===== config.mk =====
export PLATFORM = sky130hd
export DESIGN_NAME = transit_time_meter
export DESIGN_NICKNAME = d
export VERILOG_FILES = /design/src/design/ttm_pkg.sv /design/src/design/ttm_history.sv /design/src/design/ttm_core.sv /design/src/design/transit_time_meter.sv
export SDC_FILE = /design/constraint.sdc
export NUM_CORES = 1
export LEC_CHECK = 0
export BUFFER_PORTS_ARGS = -buffer_cell sky130_fd_sc_hd__buf_4
export CAP_MARGIN = 20
export CORE_ASPECT_RATIO = 0.5
export CORE_MARGIN = 1.5
export CORE_UTILIZATION = 57
export DETAILED_ROUTE_END_ITERATION = 10
export PLACE_DENSITY = 0.77
export SYNTH_ARGS = -nofsm -noshare
export SYNTH_HDL_FRONTEND = slang
export SYNTH_HIERARCHICAL = 1
export SYNTH_SLANG_ARGS = --single-unit

===== constraint.sdc =====
create_clock -name clock -period 10.9 [get_ports clock]
set_input_delay 1.09 -clock clock [delete_from_list [all_inputs] [get_ports clock]]
set_output_delay 1.09 -clock clock [all_outputs]
set_load 0.005 [all_outputs]

===== src/design/ttm_pkg.sv =====
`timescale 1ns / 1ps
`default_nettype none
// ----------------------------------------------------------------------------
// ttm_pkg: shared types and constants of the transit time meter
// Field widths, register indexes, reset values and the structs that pass
// between the sequencer, the history line and the top level.
// ----------------------------------------------------------------------------
package ttm_pkg;

   // field widths
   localparam int IDX_W      = 4;
   localparam int COUNT_W    = 16;
   localparam int BUDGET_W   = 24;
   localparam int PASS_W     = 3;
   localparam int LED_W      = 3;
   localparam int CSR_IDX_W  = 2;
   localparam int CSR_DATA_W = 24;

   // parameter defaults
   localparam int DEF_LOOPS         = 4;
   localparam int DEF_HISTORY_DEPTH = 16;

   // register indexes
   localparam logic [CSR_IDX_W-1:0] CSR_TIMEOUT  = 2'd0;
   localparam logic [CSR_IDX_W-1:0] CSR_GAP      = 2'd1;
   localparam logic [CSR_IDX_W-1:0] CSR_POLARITY = 2'd2;

   // register reset values
   localparam logic [BUDGET_W-1:0] TIMEOUT_RST = 24'd1000000;
   localparam logic [BUDGET_W-1:0] GAP_RST     = 24'd100000;

   typedef struct packed {
      logic [BUDGET_W-1:0] timeout_ticks;
      logic [BUDGET_W-1:0] gap_ticks;
      logic                sensors_active_low;
   } cfg_type;

   typedef struct packed {
      logic               busy;
      logic               done;
      logic               updated;
      logic               timed_out;
      logic [COUNT_W-1:0] viscosity_count;
      logic [LED_W-1:0]   led_code;
      logic               valves_open;
   } rslt_type;

   typedef struct packed {
      logic               shift;
      logic               load;
      logic [COUNT_W-1:0] data;
   } hist_wr_type;

endpackage
`default_nettype wire


===== src/design/ttm_history.sv =====
`timescale 1ns / 1ps
`default_nettype none
// ----------------------------------------------------------------------------
// ttm_history: history shift line of finished measurements
// Shifts toward higher indexes on each finished measurement and returns the
// entry at the requested index as it stands after this request's update.
// ----------------------------------------------------------------------------
module ttm_history #(
   parameter int HISTORY_DEPTH = ttm_pkg::DEF_HISTORY_DEPTH
) (
   input  wire logic                       clock,
   input  wire logic                       reset,
   input  wire logic                       advance,
   input  wire ttm_pkg::hist_wr_type       wr,
   input  wire logic [ttm_pkg::IDX_W-1:0]  rd_index,
   output logic      [ttm_pkg::COUNT_W-1:0] rd_data
);
   import ttm_pkg::*;

   // only the entries an index can reach are kept
   localparam int IDX_SPAN = 2 ** IDX_W;
   localparam int VIS      = (HISTORY_DEPTH < IDX_SPAN) ? HISTORY_DEPTH : IDX_SPAN;
   localparam int IW       = $clog2(VIS);

   logic [COUNT_W-1:0] hist_ff [VIS];
   logic [IDX_W-1:0]   rd_addr;

   // read the entry as it will stand after this shift
   always_comb begin
      rd_addr = wr.shift ? (rd_index - IDX_W'(1)) : rd_index;
      if (int'(rd_index) >= HISTORY_DEPTH) begin
         rd_data = '0;
      end else if (wr.shift && (rd_index == '0)) begin
         rd_data = wr.load ? wr.data : hist_ff[0];
      end else begin
         rd_data = hist_ff[rd_addr[IW-1:0]];
      end
   end

   // shift on a finished measurement; entry 0 holds when the key was held
   always_ff @(posedge clock) begin
      if (reset) begin
         for (int i = 0; i < VIS; i++) hist_ff[i] <= '0;
      end else if (advance && wr.shift) begin
         for (int i = 1; i < VIS; i++) hist_ff[i] <= hist_ff[i-1];
         if (wr.load) hist_ff[0] <= wr.data;
      end
   end

endmodule
`default_nettype wire


===== src/design/ttm_core.sv =====
`timescale 1ns / 1ps
`default_nettype none
// ----------------------------------------------------------------------------
// ttm_core: measurement sequencer
// Wait, count and gap phases with a per-pass tick budget, pass lamps,
// accumulated count and the averaging divide, one tick per request.
// ----------------------------------------------------------------------------
module ttm_core #(
   parameter int LOOPS = ttm_pkg::DEF_LOOPS
) (
   input  wire logic                  clock,
   input  wire logic                  reset,
   input  wire logic                  advance,
   input  wire logic                  start_req,
   input  wire logic                  sensor_upper,
   input  wire logic                  sensor_lower,
   input  wire logic                  key_pressed,
   input  wire ttm_pkg::cfg_type      cfg,
   output ttm_pkg::rslt_type          rslt,
   output ttm_pkg::hist_wr_type       hist_wr
);
   import ttm_pkg::*;

   typedef enum logic [3:0] {
      PH_IDLE  = 4'b0001,
      PH_WAIT  = 4'b0010,
      PH_COUNT = 4'b0100,
      PH_GAP   = 4'b1000
   } phase_type;

   // accumulator holds at most LOOPS full budgets
   localparam int ACC_W   = BUDGET_W + $clog2(LOOPS + 1);
   localparam int DIV     = 2 * LOOPS;
   localparam int DIV_L   = $clog2(DIV);
   localparam int X_W     = COUNT_W + DIV_L;
   localparam int SH      = X_W + DIV_L;
   localparam int M_W     = X_W + 1;
   localparam int PROD_W  = X_W + M_W;
   localparam longint unsigned MUL_C = ((64'd1 << SH) + DIV - 1) / DIV;
   localparam logic [ACC_W-1:0]  SAT_LIM = ACC_W'((2 ** COUNT_W) * DIV);
   localparam logic [PASS_W-1:0] LAST    = PASS_W'(LOOPS - 1);

   phase_type           phase_ff, phase_in;
   logic [PASS_W-1:0]   passes_ff, passes_in;
   logic [BUDGET_W-1:0] budget_ff, budget_in;
   logic [ACC_W-1:0]    acc_ff, acc_in;
   logic [LED_W-1:0]    leds_ff, leds_in;

   logic                up, lo, key, stop, fin, timed, start_now;
   logic [M_W-1:0]      mul_k;
   logic [X_W-1:0]      div_x;
   logic [PROD_W-1:0]   div_prod;
   logic [COUNT_W-1:0]  avg, value;

   // pass lamp: passes 0..3 light codes 1..4, higher passes keep the LEDs
   function automatic logic [LED_W-1:0] lamp(input logic [PASS_W-1:0] p,
                                             input logic [LED_W-1:0] cur);
      logic [LED_W-1:0] r;
      unique case (p)
         3'd0:    r = 3'd1;
         3'd1:    r = 3'd2;
         3'd2:    r = 3'd3;
         3'd3:    r = 3'd4;
         default: r = cur;
      endcase
      return r;
   endfunction

   assign up  = sensor_upper ^ cfg.sensors_active_low;
   assign lo  = sensor_lower ^ cfg.sensors_active_low;
   assign key = key_pressed;
   assign start_now = (phase_ff == PH_IDLE) && start_req;

   // average: reciprocal multiply, exact below the saturation limit
   assign mul_k    = M_W'(MUL_C);
   assign div_x    = acc_ff[X_W-1:0];
   assign div_prod = mul_k * div_x;
   assign avg      = (acc_ff >= SAT_LIM) ? '1 : div_prod[SH +: COUNT_W];
   assign value    = start_now ? '0 : avg;

   // one tick of the sequencer; phase changes without a decrement chain on
   always_comb begin
      phase_in  = phase_ff;
      passes_in = passes_ff;
      budget_in = budget_ff;
      acc_in    = acc_ff;
      leds_in   = leds_ff;
      stop      = 1'b0;
      fin       = 1'b0;
      timed     = 1'b0;

      // start a measurement
      if (start_now) begin
         passes_in = LAST;
         leds_in   = lamp(LAST, '0);
         acc_in    = '0;
         budget_in = cfg.timeout_ticks;
         phase_in  = PH_WAIT;
      end

      // gap: count down, then open the next pass
      if (phase_in == PH_GAP) begin
         if ((budget_in != '0) && !key) begin
            budget_in = budget_in - BUDGET_W'(1);
            stop      = 1'b1;
         end else begin
            passes_in = passes_in - PASS_W'(1);
            leds_in   = lamp(passes_in, leds_in);
            budget_in = cfg.timeout_ticks;
            phase_in  = PH_WAIT;
         end
      end

      // wait while the upper sensor is active
      if (!stop && (phase_in == PH_WAIT)) begin
         if (up && (budget_in != '0) && !key) begin
            budget_in = budget_in - BUDGET_W'(1);
            stop      = 1'b1;
         end else begin
            phase_in = PH_COUNT;
         end
      end

      // count while the lower sensor is active, then finish or pause
      if (!stop && (phase_in == PH_COUNT)) begin
         if (lo && (budget_in != '0) && !key) begin
            budget_in = budget_in - BUDGET_W'(1);
            acc_in    = acc_in + ACC_W'(1);
            stop      = 1'b1;
         end else if ((budget_in == '0) || key || (passes_in == '0)) begin
            fin      = 1'b1;
            timed    = (budget_in == '0) && !key;
            phase_in = PH_IDLE;
         end else begin
            budget_in = cfg.gap_ticks;
            phase_in  = PH_GAP;
         end
      end

      // gap just entered with the key released; a zero gap runs the
      // following passes at once, all seeing the same sensor levels
      if (!stop && (phase_in == PH_GAP)) begin
         if (cfg.gap_ticks != '0) begin
            budget_in = cfg.gap_ticks - BUDGET_W'(1);
         end else if ((cfg.timeout_ticks != '0) && up) begin
            passes_in = passes_in - PASS_W'(1);
            leds_in   = lamp(passes_in, leds_in);
            budget_in = cfg.timeout_ticks - BUDGET_W'(1);
            phase_in  = PH_WAIT;
         end else if ((cfg.timeout_ticks != '0) && lo) begin
            passes_in = passes_in - PASS_W'(1);
            leds_in   = lamp(passes_in, leds_in);
            budget_in = cfg.timeout_ticks - BUDGET_W'(1);
            acc_in    = acc_in + ACC_W'(1);
            phase_in  = PH_COUNT;
         end else if (cfg.timeout_ticks == '0) begin
            passes_in = passes_in - PASS_W'(1);
            leds_in   = lamp(passes_in, leds_in);
            budget_in = '0;
            fin       = 1'b1;
            timed     = 1'b1;
            phase_in  = PH_IDLE;
         end else begin
            passes_in = '0;
            leds_in   = lamp('0, leds_in);
            budget_in = cfg.timeout_ticks;
            fin       = 1'b1;
            phase_in  = PH_IDLE;
         end
      end
   end

   // result of this tick
   always_comb begin
      rslt.busy            = (phase_in != PH_IDLE);
      rslt.done            = fin;
      rslt.updated         = fin && !key;
      rslt.timed_out       = fin && timed;
      rslt.viscosity_count = fin ? value : '0;
      rslt.led_code        = leds_in;
      rslt.valves_open     = !((phase_in == PH_WAIT) || (phase_in == PH_COUNT));
      hist_wr.shift        = fin;
      hist_wr.load         = !key;
      hist_wr.data         = value;
   end

   // advance the state once per accepted request
   always_ff @(posedge clock) begin
      if (reset) begin
         phase_ff  <= PH_IDLE;
         passes_ff <= '0;
         budget_ff <= '0;
         acc_ff    <= '0;
         leds_ff   <= '0;
      end else if (advance) begin
         phase_ff  <= phase_in;
         passes_ff <= passes_in;
         budget_ff <= budget_in;
         acc_ff    <= acc_in;
         leds_ff   <= leds_in;
      end
   end

`ifndef SYNTHESIS
   a_done_goes_idle : assert property (@(posedge clock) disable iff (reset)
      advance && fin |=> phase_ff == PH_IDLE)
      else $error("sequencer not idle after a finished measurement");

   a_start_clears_acc : assert property (@(posedge clock) disable iff (reset)
      advance && start_now |=> acc_ff <= ACC_W'(1))
      else $error("accumulator not cleared at start");

   a_hold_without_request : assert property (@(posedge clock) disable iff (reset)
      !advance |=> $stable(acc_ff) && $stable(budget_ff) && $stable(passes_ff))
      else $error("sequencer state moved without a request");
`endif

endmodule
`default_nettype wire


===== src/design/transit_time_meter.sv =====
`timescale 1ns / 1ps
`default_nettype none
// ----------------------------------------------------------------------------
// transit_time_meter: flow-cup transit time meter, one timer tick per request
// Each request is one tick: sensor pin levels, operator key, start and a
// history index. Each request gives exactly one response with the status,
// pass LEDs, valve control, the averaged count on the finishing tick and
// the selected history entry after this tick's update.
// The response to an accepted request is registered in the response register.
// Throughput: one request per cycle while the receiver does not stall; the
// whole tick is evaluated between the request port and the response register.
// The response register parts the two sides: a new request is taken while
// the response is consumed in the same cycle; while the receiver stalls a
// held response blocks requests and the sequencer does not advance.
// The user writes registers through the csr port only while no measurement
// runs; the block does not enforce this. Reset (synchronous) returns to idle,
// clears the history, the LEDs and the count, and loads the register defaults.
// ----------------------------------------------------------------------------
module transit_time_meter #(
   parameter int LOOPS         = ttm_pkg::DEF_LOOPS,
   parameter int HISTORY_DEPTH = ttm_pkg::DEF_HISTORY_DEPTH
) (
   input  wire logic                            clock,
   input  wire logic                            reset,
   input  wire logic                            csr_wr_en,
   input  wire logic [ttm_pkg::CSR_IDX_W-1:0]   csr_index,
   input  wire logic [ttm_pkg::CSR_DATA_W-1:0]  csr_wdata,
   input  wire logic                            req_valid,
   output logic                                 req_ready,
   input  wire logic                            req_start_req,
   input  wire logic                            req_sensor_upper,
   input  wire logic                            req_sensor_lower,
   input  wire logic                            req_key_pressed,
   input  wire logic [ttm_pkg::IDX_W-1:0]       req_history_index,
   output logic                                 rsp_valid,
   input  wire logic                            rsp_ready,
   output logic                                 rsp_busy_res,
   output logic                                 rsp_done_res,
   output logic                                 rsp_updated,
   output logic                                 rsp_timed_out,
   output logic      [ttm_pkg::COUNT_W-1:0]     rsp_viscosity_count,
   output logic      [ttm_pkg::LED_W-1:0]       rsp_led_code,
   output logic                                 rsp_valves_open,
   output logic      [ttm_pkg::COUNT_W-1:0]     rsp_history_value
);
   import ttm_pkg::*;

   cfg_type            cfg_ff;
   rslt_type           rslt, rslt_ff;
   hist_wr_type        hist_wr;
   logic [COUNT_W-1:0] hist_rd, hist_rd_ff;
   logic               rsp_valid_ff;
   logic               accept;

   // take a request when the response slot is free or drains now
   assign req_ready = !rsp_valid_ff || rsp_ready;
   assign accept    = req_valid && req_ready;

   // configuration registers
   always_ff @(posedge clock) begin
      if (reset) begin
         cfg_ff.timeout_ticks      <= TIMEOUT_RST;
         cfg_ff.gap_ticks          <= GAP_RST;
         cfg_ff.sensors_active_low <= 1'b0;
      end else if (csr_wr_en) begin
         unique case (csr_index)
            CSR_TIMEOUT:  cfg_ff.timeout_ticks      <= csr_wdata;
            CSR_GAP:      cfg_ff.gap_ticks          <= csr_wdata;
            CSR_POLARITY: cfg_ff.sensors_active_low <= csr_wdata[0];
            default: ;
         endcase
      end
   end

   ttm_core #(
      .LOOPS (LOOPS)
   ) u_core (
      .clock        (clock),
      .reset        (reset),
      .advance      (accept),
      .start_req    (req_start_req),
      .sensor_upper (req_sensor_upper),
      .sensor_lower (req_sensor_lower),
      .key_pressed  (req_key_pressed),
      .cfg          (cfg_ff),
      .rslt         (rslt),
      .hist_wr      (hist_wr)
   );

   ttm_history #(
      .HISTORY_DEPTH (HISTORY_DEPTH)
   ) u_history (
      .clock    (clock),
      .reset    (reset),
      .advance  (accept),
      .wr       (hist_wr),
      .rd_index (req_history_index),
      .rd_data  (hist_rd)
   );

   // response register: load on a request, drop when taken
   always_ff @(posedge clock) begin
      if (reset) begin
         rsp_valid_ff <= 1'b0;
      end else if (accept) begin
         rsp_valid_ff <= 1'b1;
      end else if (rsp_ready) begin
         rsp_valid_ff <= 1'b0;
      end
   end

   always_ff @(posedge clock) begin
      if (accept) begin
         rslt_ff    <= rslt;
         hist_rd_ff <= hist_rd;
      end
   end

   assign rsp_valid           = rsp_valid_ff;
   assign rsp_busy_res        = rslt_ff.busy;
   assign rsp_done_res        = rslt_ff.done;
   assign rsp_updated         = rslt_ff.updated;
   assign rsp_timed_out       = rslt_ff.timed_out;
   assign rsp_viscosity_count = rslt_ff.viscosity_count;
   assign rsp_led_code        = rslt_ff.led_code;
   assign rsp_valves_open     = rslt_ff.valves_open;
   assign rsp_history_value   = hist_rd_ff;

`ifndef SYNTHESIS
   a_request_gives_response : assert property (@(posedge clock) disable iff (reset)
      accept |=> rsp_valid)
      else $error("accepted request produced no response");

   a_stall_blocks_request : assert property (@(posedge clock) disable iff (reset)
      rsp_valid && !rsp_ready |-> !req_ready)
      else $error("request taken while a response is held");

   a_done_is_idle : assert property (@(posedge clock) disable iff (reset)
      rsp_valid && rsp_done_res |-> !rsp_busy_res && rsp_valves_open)
      else $error("finished measurement still reported busy");
`endif

endmodule
`default_nettype wire


==> flow_results.org, run 1 <==
** Run status
- The flow ran to the end, and the final reports show no timing, DRC or antenna violations.

** STA
- Final number of max-transition violations :: 0
- After routing, the total negative slack on setup checks comes to 0 ps.
- Max-Slew Margin vs Limit :: 26.83%
- Setup repair after global routing left no endpoint under its margin.
- Setup-failing EPs final :: 0
- Worst Clk Skew :: 17.46 ps
- Subtracting the final worst setup slack from the clock period gives 9845 ps.
- Fmax :: 0.1016 GHz
- Measured slew at the worst slew-check pin :: 1096 ps
- In the finished design, the share of the clock period the worst path needs comes to 90.32%.
- The number of hold violations in the final report is 0.

** Die
- The floorplan step defined a die boundary enclosing 0.04351 sq mm.
- The floorplan step set the die width to 293.5 microns.
- The initial utilization of the core area, before any placement, comes to 58.67%.
- # IOs :: 81
- Number of cell rows :: 52
- Die height :: 148.2 microns
- Core outline area :: 0.04099 sq mm

** Clocking
- Number of setup buffers added after CTS :: 0
- The tree is rooted in a clkbuf_16.
- Clock sink total :: 407
- Buffers inserted to repair hold after CTS numbered 0.
- Total clock buffers created by CTS :: 37
- In this run, post-CTS repair resized a total of 0 instances.
- TritonCTS built the clock tree.
- After clock tree synthesis, the clock-pin slew on the worst setup and hold paths is 70 ps.
- CTS H-Tree Depth :: 2
- The clock passes through at most 3 buffers.
- At the later pin of the worst-skew pair, clock insertion delay measures 550 ps.

** Worst setup path
- Of all nets on the critical path, the largest fanout is 21.
- Type of destination of the critical path :: register
- Classification of the worst setup path :: in2reg
- Crit path arrival time :: 10,130 ps
- Startpoint type of the worst setup path :: input port
- At the worst endpoint, the required time is 11,180 ps.

** Yosys
- Post-synthesis sequential element count :: 407
- Area of the mapped netlist :: 0.02405 sq mm
- Synth area leader :: edfxtp_1
- Avg Synthesized Cell Area :: 9.979 sq um
- Counting flops with a built-in enable in the synthesized netlist gives 200.
- Ranking of synthesized cells by area :: edfxtp_1, dfxtp_1, mux4_2
- Total nets after synthesis :: 2,470
- Most used flip-flop cell after synthesis :: dfxtp_1
- Yosys printed 6 warnings.
- Share of the yosys chip area belonging to registers :: 42.20%
- After synthesis, the share of flip-flops with an asynchronous set or reset is 0%.
- After synthesis, the netlist uses 107 different library cells.
- Post-Syn Instances :: 2,410
- Area share of the largest cell type after synthesis :: 24.97%

** Route
- DR vias :: 19,830
- Post-detailed-routing wire length :: 68,020 microns
- Total iterations of the first detailed-routing run :: 6
- Wire per inst :: 23.07 microns
- DRC violations left :: 0
- Vias per cell :: 6.725
- First-iteration detailed-routing DRC count :: 2,540
- Antenna Violating Nets Remaining :: 0

** Placed design
- The congestion estimate from routability-driven global placement came to 0.9738.
- Detailed placement ended at an HPWL of 46,810 microns.
- Count of buffers inserted at the top-level ports :: 80

** GRT
- The first global-routing pass estimated 107,000 microns of wire.
- The total overflow left after global routing is 0.
- Initial antenna violation count :: 0
- Pin count of the biggest net entering global routing :: 157
- Number of global-route vias before repair :: 18,410
- Overall track demand over capacity in global routing :: 31.03%

** Cells and area
- In the layout the commonest cells are dfxtp_1, edfxtp_1, nand2_1, and2_1.
- Share of layout cells above drive strength 1 :: 12.83%
- Most common cell after layout, fill and taps aside :: dfxtp_1
- Filler cell count in the final layout :: 3,313
- The repair_antennas step left the layout with diodes totalling 0.
- Area Overhead vs Synth :: 8.288%
- The net count of the finished layout is 2,440.

** Power and ir drop
- For this design the static power due to leakage is 0.009361 uW.
- Post-layout total power :: 3829 uW
- Dividing total power by cell area gives a power density of 147.0 mW/mm^2.
- IR Drop Worst-Case VDD :: 0.09382 mV

** Hold path
- Class of the most critical hold timing path :: reg2reg

** Run
- Across the run, the number of max-cap violations was 0.
critical path: stages:
cell       delay [ps]
buf_4              80
nor4bb_1          250
buf_4             230
nand2_2           190
a21oi_1           320
ha_1              340
nor4b_1           280
nand4_1           400
o21ai_0           280
a31oi_1           130
a2111oi_0         690
o21ai_0           250
nor3_2            440
a21oi_1           350
a21oi_1           290
ha_1              220
o21ai_1           120
or4b_1            640
or3_1             470
nor2_1            330
o31ai_4           280
inv_1             580
nand2_1           370
xnor2_4           510
nor2_1            100
buf_4             220
a21boi_1          140
or4_1             510
routing by layer:
layer	vias up	wire length (microns)	GRT usage [%]
met5	-	0	0
met4	0	1833	9.227
met3	134	5814	5.365
met2	890	30080	46.62
met1	9732	30290	45.97
li1	9070	-	-
state kept, by name, summed over array words and instances, names as in the netlist:
name	count
cfg_ff	49
rsp_busy_res	1
rsp_done_res	1
rsp_history_value	16
rsp_led_code	3
rsp_timed_out	1
rsp_updated	1
rsp_valid	1
rsp_valves_open	1
rsp_viscosity_count	16
u_core/acc_ff	27
u_core/budget_ff	24
u_core/leds_ff	3
u_core/passes_ff	3
u_core/phase_ff	4
u_history/hist_ff	256
through the flow:
stage	utilization (%)	cell area, sq um	setup WS, ps	std cells	hold slack [ps]
floorplan	-	24050	726.2	2410	445.4
global placement	60.60	24840	950.8	2880	462.1
detailed placement	60.60	24840	726.0	2880	465.9
CTS	63.49	26020	1301	2947	485.9
global route	63.53	26040	506.0	2948	495.4
finish	63.53	26040	1055	2948	484.4
worst paths after layout:
check,depth (start not counted),slack (ps),startpoint,to
max,28,1050,req_start_req,rsp_history_value[11]
min,1,480,u_history/hist_ff[15][10],u_history/hist_ff[15][10]
max reg2reg,27,1130,u_core/phase_ff[3],rsp_history_value[11]
min reg2reg,1,480,u_history/hist_ff[15][10],u_history/hist_ff[15][10]
kinds of logic (layout without fill, tap and decap cells):
group                    Yosys count  count (layout)  share of synthesized area (%)
multiplexers                     153             153                          9.729
AND/OR/NAND/NOR                  883             883                          20.25
AO/OA/AOI/OAI                    638             638                          19.05
adder cells (fa/ha/maj)           21              21                          1.093
buffers and inverters            224             222                          4.459
XOR/XNOR                          84              84                          3.215
flip-flops                       407             407                          42.20
area by class of cell:
cell class                 count  area (sq um)  share of cell area, %
clock buffer                  55          1069                  4.103
clock inverter                12         112.6                 0.4324
inverter                      36         138.9                 0.5333
multi-input combinational   1779         12940                  49.69
sequential                   407         10150                  38.97
tap                          540         675.6                  2.594
timing repair buffer         119         955.9                  3.671
cell usage after synthesis (7+ instances only):
cell / count
nor3b_1: 11
buf_4: 10
xor2_1: 31
a21oi_1: 133
nor3_2: 7
and3_1: 35
o211ai_1: 12
nand3_1: 45
nor3_1: 65
a22oi_1: 79
mux4_2: 64
o21ai_0: 70
or3_1: 22
inv_1: 34
nor4_1: 31
a21o_1: 7
buf_1: 12
mux2i_1: 86
nand2b_1: 66
or2_2: 8
a22o_1: 102
buf_2: 41
o21a_1: 9
nor2_1: 135
a211oi_1: 17
ha_1: 21
nand4_1: 34
nand2_1: 178
buf_6: 19
o31ai_1: 16
or4_1: 28
xnor2_1: 51
nand3b_1: 7
and2_1: 160
a21boi_1: 28
o22ai_1: 10
edfxtp_1: 200
dfxtp_1: 207
a31oi_1: 26
clkbuf_1: 106
o21ai_1: 27
power breakdown:
group	total [uW]	internal (uW)	leakage [uW]	switching [uW]
registers	1730	1670	0.00373	65.6
logic	790	287	0.00506	503
clock network	1310	711	0.000573	596
total	3830	2660	0.00936	1160
(Power assumes the default switching activity.)
==> run 2: changes to the inputs <==
--- a/config.mk
+++ b/config.mk
@@ -14,5 +14,4 @@
 export PLACE_DENSITY = 0.77
 export SYNTH_ARGS = -nofsm -noshare
 export SYNTH_HDL_FRONTEND = slang
-export SYNTH_HIERARCHICAL = 1
 export SYNTH_SLANG_ARGS = --single-unit
==> flow_results.org, run 2 <==
** Route
- The total vias in the final route came to 21,080 (+6.3%).
- The remaining antenna violation count after routing is 0 (unchanged).
- The total length of routed wires is 72,160 microns (+6.1%).
- The number of search-and-repair iterations in the first detailed-routing pass is 9 (+3).
- Wire per inst :: 22.94 microns (-0.56%)
- Vias per cell :: 6.701 (-0.36%)
- The violation count after the first detailed-route iteration was 2,578 (+1.5%).
- DRC violations left :: 0 (unchanged)

** Clocking
- Maximum clock insertion buffer count :: 3 (unchanged)
- Clock Pin Slew Worst Setup and Hold Paths :: 70 ps (about the same)
- Clock latency at the later pin of the worst-skew pair :: 570 ps (+20 ps)
- The count of clock tree sinks is 407 (unchanged).
- Post-CTS resize count :: 0 (unchanged)
- CTS H-Tree Depth :: 2 (unchanged)
- CTS Root Buffer Type :: clkbuf_16
- The number of buffers inserted during clock tree synthesis was 38 (+2.7%).
- CTS tree :: built
- Number of setup buffers added after CTS :: 0 (unchanged)
- The number of buffers added to fix hold violations after cts is 0 (unchanged).

** Yosys
- The number of nets in the synthesized netlist is 2,672 (+8.2%).
- The post-synthesis cell count came to 2,612 (+8.4%).
- The count of unique library cells instantiated by Yosys came to 96 (-10%).
- Async SR Flop Fraction :: 0% (unchanged)
- The number of warnings reported in the yosys synthesis log was 0 (-6).
- Share of the yosys chip area belonging to registers :: 42.63% (+0.43 points)
- Ranking of synthesized cells by area :: edfxtp_1, dfxtp_1, nand2_1
- Post-synthesis sequential element count :: 407 (unchanged)
- Top cells by count, synth :: nand2_1, dfxtp_1, edfxtp_1, nor2_1, and2_1
- Area share of the largest cell type after synthesis :: 25.23% (+0.25 points)
- EDFF count, synth :: 200 (unchanged)
- The post-synthesis area per instance was 9.115 sq um (-8.7%).
- The most used flip-flop cell after synthesis is dfxtp_1.
- The biggest area contributor in the post-synthesis netlist is edfxtp_1.
- The most common cell in the synthesized netlist is nand2_1.
- The netlist area before placement came to 0.02381 sq mm (-1.0%).

** Run status
- The flow ran to the end, and the final reports show no timing, DRC or antenna violations.

** Cells and area
- In the final layout, the registers with the most flip-flops are u_history.hist_ff: 256 flops, cfg_ff: 49 flops, u_core.acc_ff: 27 flops.
- Number of non-filler instances in the completed layout :: 3,145 (+6.7%)
- The share of cells above drive strength 1 came to 10.67% (-2.2 points).
- The library cells used most frequently in the layout, excluding fill and tap cells, are nand2_1, dfxtp_1, edfxtp_1, nor2_1, and2_1.
- The total non-filler cell area in the finished layout came to 0.02594 sq mm (-0.40%).
- The flip-flop count of the largest register, all copies and words added is 256 (unchanged).
- Final-stage net count :: 2,635 (+8.0%)
- Relative to the synthesized area, the layout overhead comes to 8.945%.
- The library cell used most frequently in the layout, excluding fill and tap cells, is nand2_1.
- More flip-flops sit in one register than any other, and that register is u_history.hist_ff.
- # diodes :: 0 (unchanged)

** Worst setup path
- Critical Path Max Stage Delay :: 800 ps (+110 ps)
- Data required, critical path :: 11,190 ps (about the same)
- Register-to-Register Setup Slack :: 1000 ps (-130 ps)
- By startpoint and endpoint, the worst setup path is classified as reg2reg.
- Type of destination of the critical path :: register
- Maximum net fanout on the critical path :: 33 (+57%)
- Startpoint type of the worst setup path :: register
- Among all stages on the critical path, the largest delay is contributed by nor2_1.
- Crit path arrival time :: 10,190 ps (+60 ps)

** GRT
- The via count of the first global-routing pass is 19,640 (+6.7%).
- Gr ovfl total :: 0 (unchanged)
- Pin count of the biggest net entering global routing :: 121 (-23%)
- The aggregate global-route resource usage came to 32.83% (+1.8 points).
- The global-route wire length before repair is 111,800 microns (+4.4%).
- Initial antenna violation count :: 0 (unchanged)

** STA
- Worst Setup Slack, final :: 998.6 ps (-56.33 ps)
- The total negative slack for setup checks is 0 ps (unchanged).
- The final cycle utilization of the critical path came to 90.84% (+0.52 points).
- The clock skew is 22.40 ps (+4.947 ps).
- Final hold viol count :: 0 (unchanged)
- The maximum clock rate was 0.1010 GHz (-0.57%).
- RSZ-0062 raised after global routing :: no
- The count of final setup violators is 0 (unchanged).
- The minimum clock period is 9901 ps (+56.33 ps).
- The worst max-slew margin expressed relative to the limit was 23.58% (-3.3 points).
- Measured slew at the worst slew-check pin :: 1136 ps (+39.50 ps)
- The max-slew violation total from the final report was 0 (unchanged).

** Placed design
- The number of instances in the placed design came to 3,074 (+6.7%).
- The number of I/O port buffers was 80 (unchanged).
- The estimated wirelength of the detail-placed design came to 49,080 microns (+4.8%).
- The pre-CTS setup slack was 765.9 ps (+39.89 ps).
- Dpl cell area :: 0.02472 sq mm (-0.50%)
- The final weighted congestion in routability-driven placement came to 1.021 (+4.9%).

** Die
- Floorplan die area :: 0.04308 sq mm (-0.99%)
- Number of cell rows :: 52 (unchanged)
- # IOs :: 81 (unchanged)
- X dimension of the die :: 292.0 microns (-0.50%)
- Core outline area :: 0.04079 sq mm (-0.48%)
- The starting density of the core was 58.36% (-0.31 points).
- Die height :: 147.5 microns (-0.49%)

** Power and ir drop
- The highest ir drop seen on vdd is 0.1225 mV (+31%).
- The power density relative to cell area came to 147.8 mW/mm^2 (+0.55%).
- Leakage power :: 0.009418 uW (+0.61%)

** Run
- The max-cap check violation count is 0 (unchanged).

** Hold path
- Class of the most critical hold timing path :: reg2reg
## run 2: worst paths after layout
check | startpoint | end | cells past startpoint
max | u_core.phase_ff[1] | rsp_history_value[4] | 29
min reg2reg | cfg_ff[20] | cfg_ff[20] | 2
max reg2reg | u_core.phase_ff[1] | rsp_history_value[4] | 29
min | cfg_ff[20] | cfg_ff[20] | 2
## run 2: layout make-up
class / count / area, sq um
tap: 540 / 675.6
clock buffer: 48 / 1020
multi-input combinational: 1973 / 12770
timing repair buffer: 129 / 1031
sequential: 407 / 10150
fill: 3381 / 14860
clock inverter: 22 / 188.9
inverter: 26 / 105.1
## run 2: layer usage
metal / up-vias / wire, microns / track usage, %
li1: 9657 / - / -
met1: 10030 / 29630 / 45.09
met2: 1172 / 31790 / 50.06
met3: 217 / 7091 / 6.255
met4: 0 / 3648 / 16.30
met5: - / 0 / 0
## run 2: metrics by stage
stage	hold WS, ps	total power (uW)	utilization (%)
after floorplan	440.6	2273	-
after global placement	462.8	2495	60.55
after detailed placement	467.2	2507	60.59
after CTS	477.0	3828	63.55
after global routing	491.3	3965	63.58
final	476.8	3835	63.58
## run 2: cells by family (layout without fill, tap and decap cells)
logic type	Yosys count	after routing	synth area share [%]
and+or+nand+nor	1033	1033	21.81
adders and majority gates	21	21	1.104
xor gates and xnor gates	81	81	3.059
DFF	407	407	42.63
muxes	143	143	7.773
AOI/OAI and AO/OA	695	695	19.56
buffers and inverters	232	225	4.062
## run 2: power breakdown
group	leakage, uW	switching [uW]	internal (uW)	total, uW
Sequential	0.00372	68.4	1670	1740
Combinational	0.00511	489	272	762
Clock	0.000580	614	720	1330
Total	0.00942	1170	2660	3830
## run 2: worst max-delay path: cells and delay by family (launching register included)
kind | cells | cell delay, ps
xor gates and xnor gates | 1 | 320
and+or+nand+nor | 13 | 5170
adders and majority gates | 3 | 730
DFF | 1 | 440
muxes | 1 | 440
AOI/OAI and AO/OA | 8 | 1890
buffers and inverters | 3 | 600
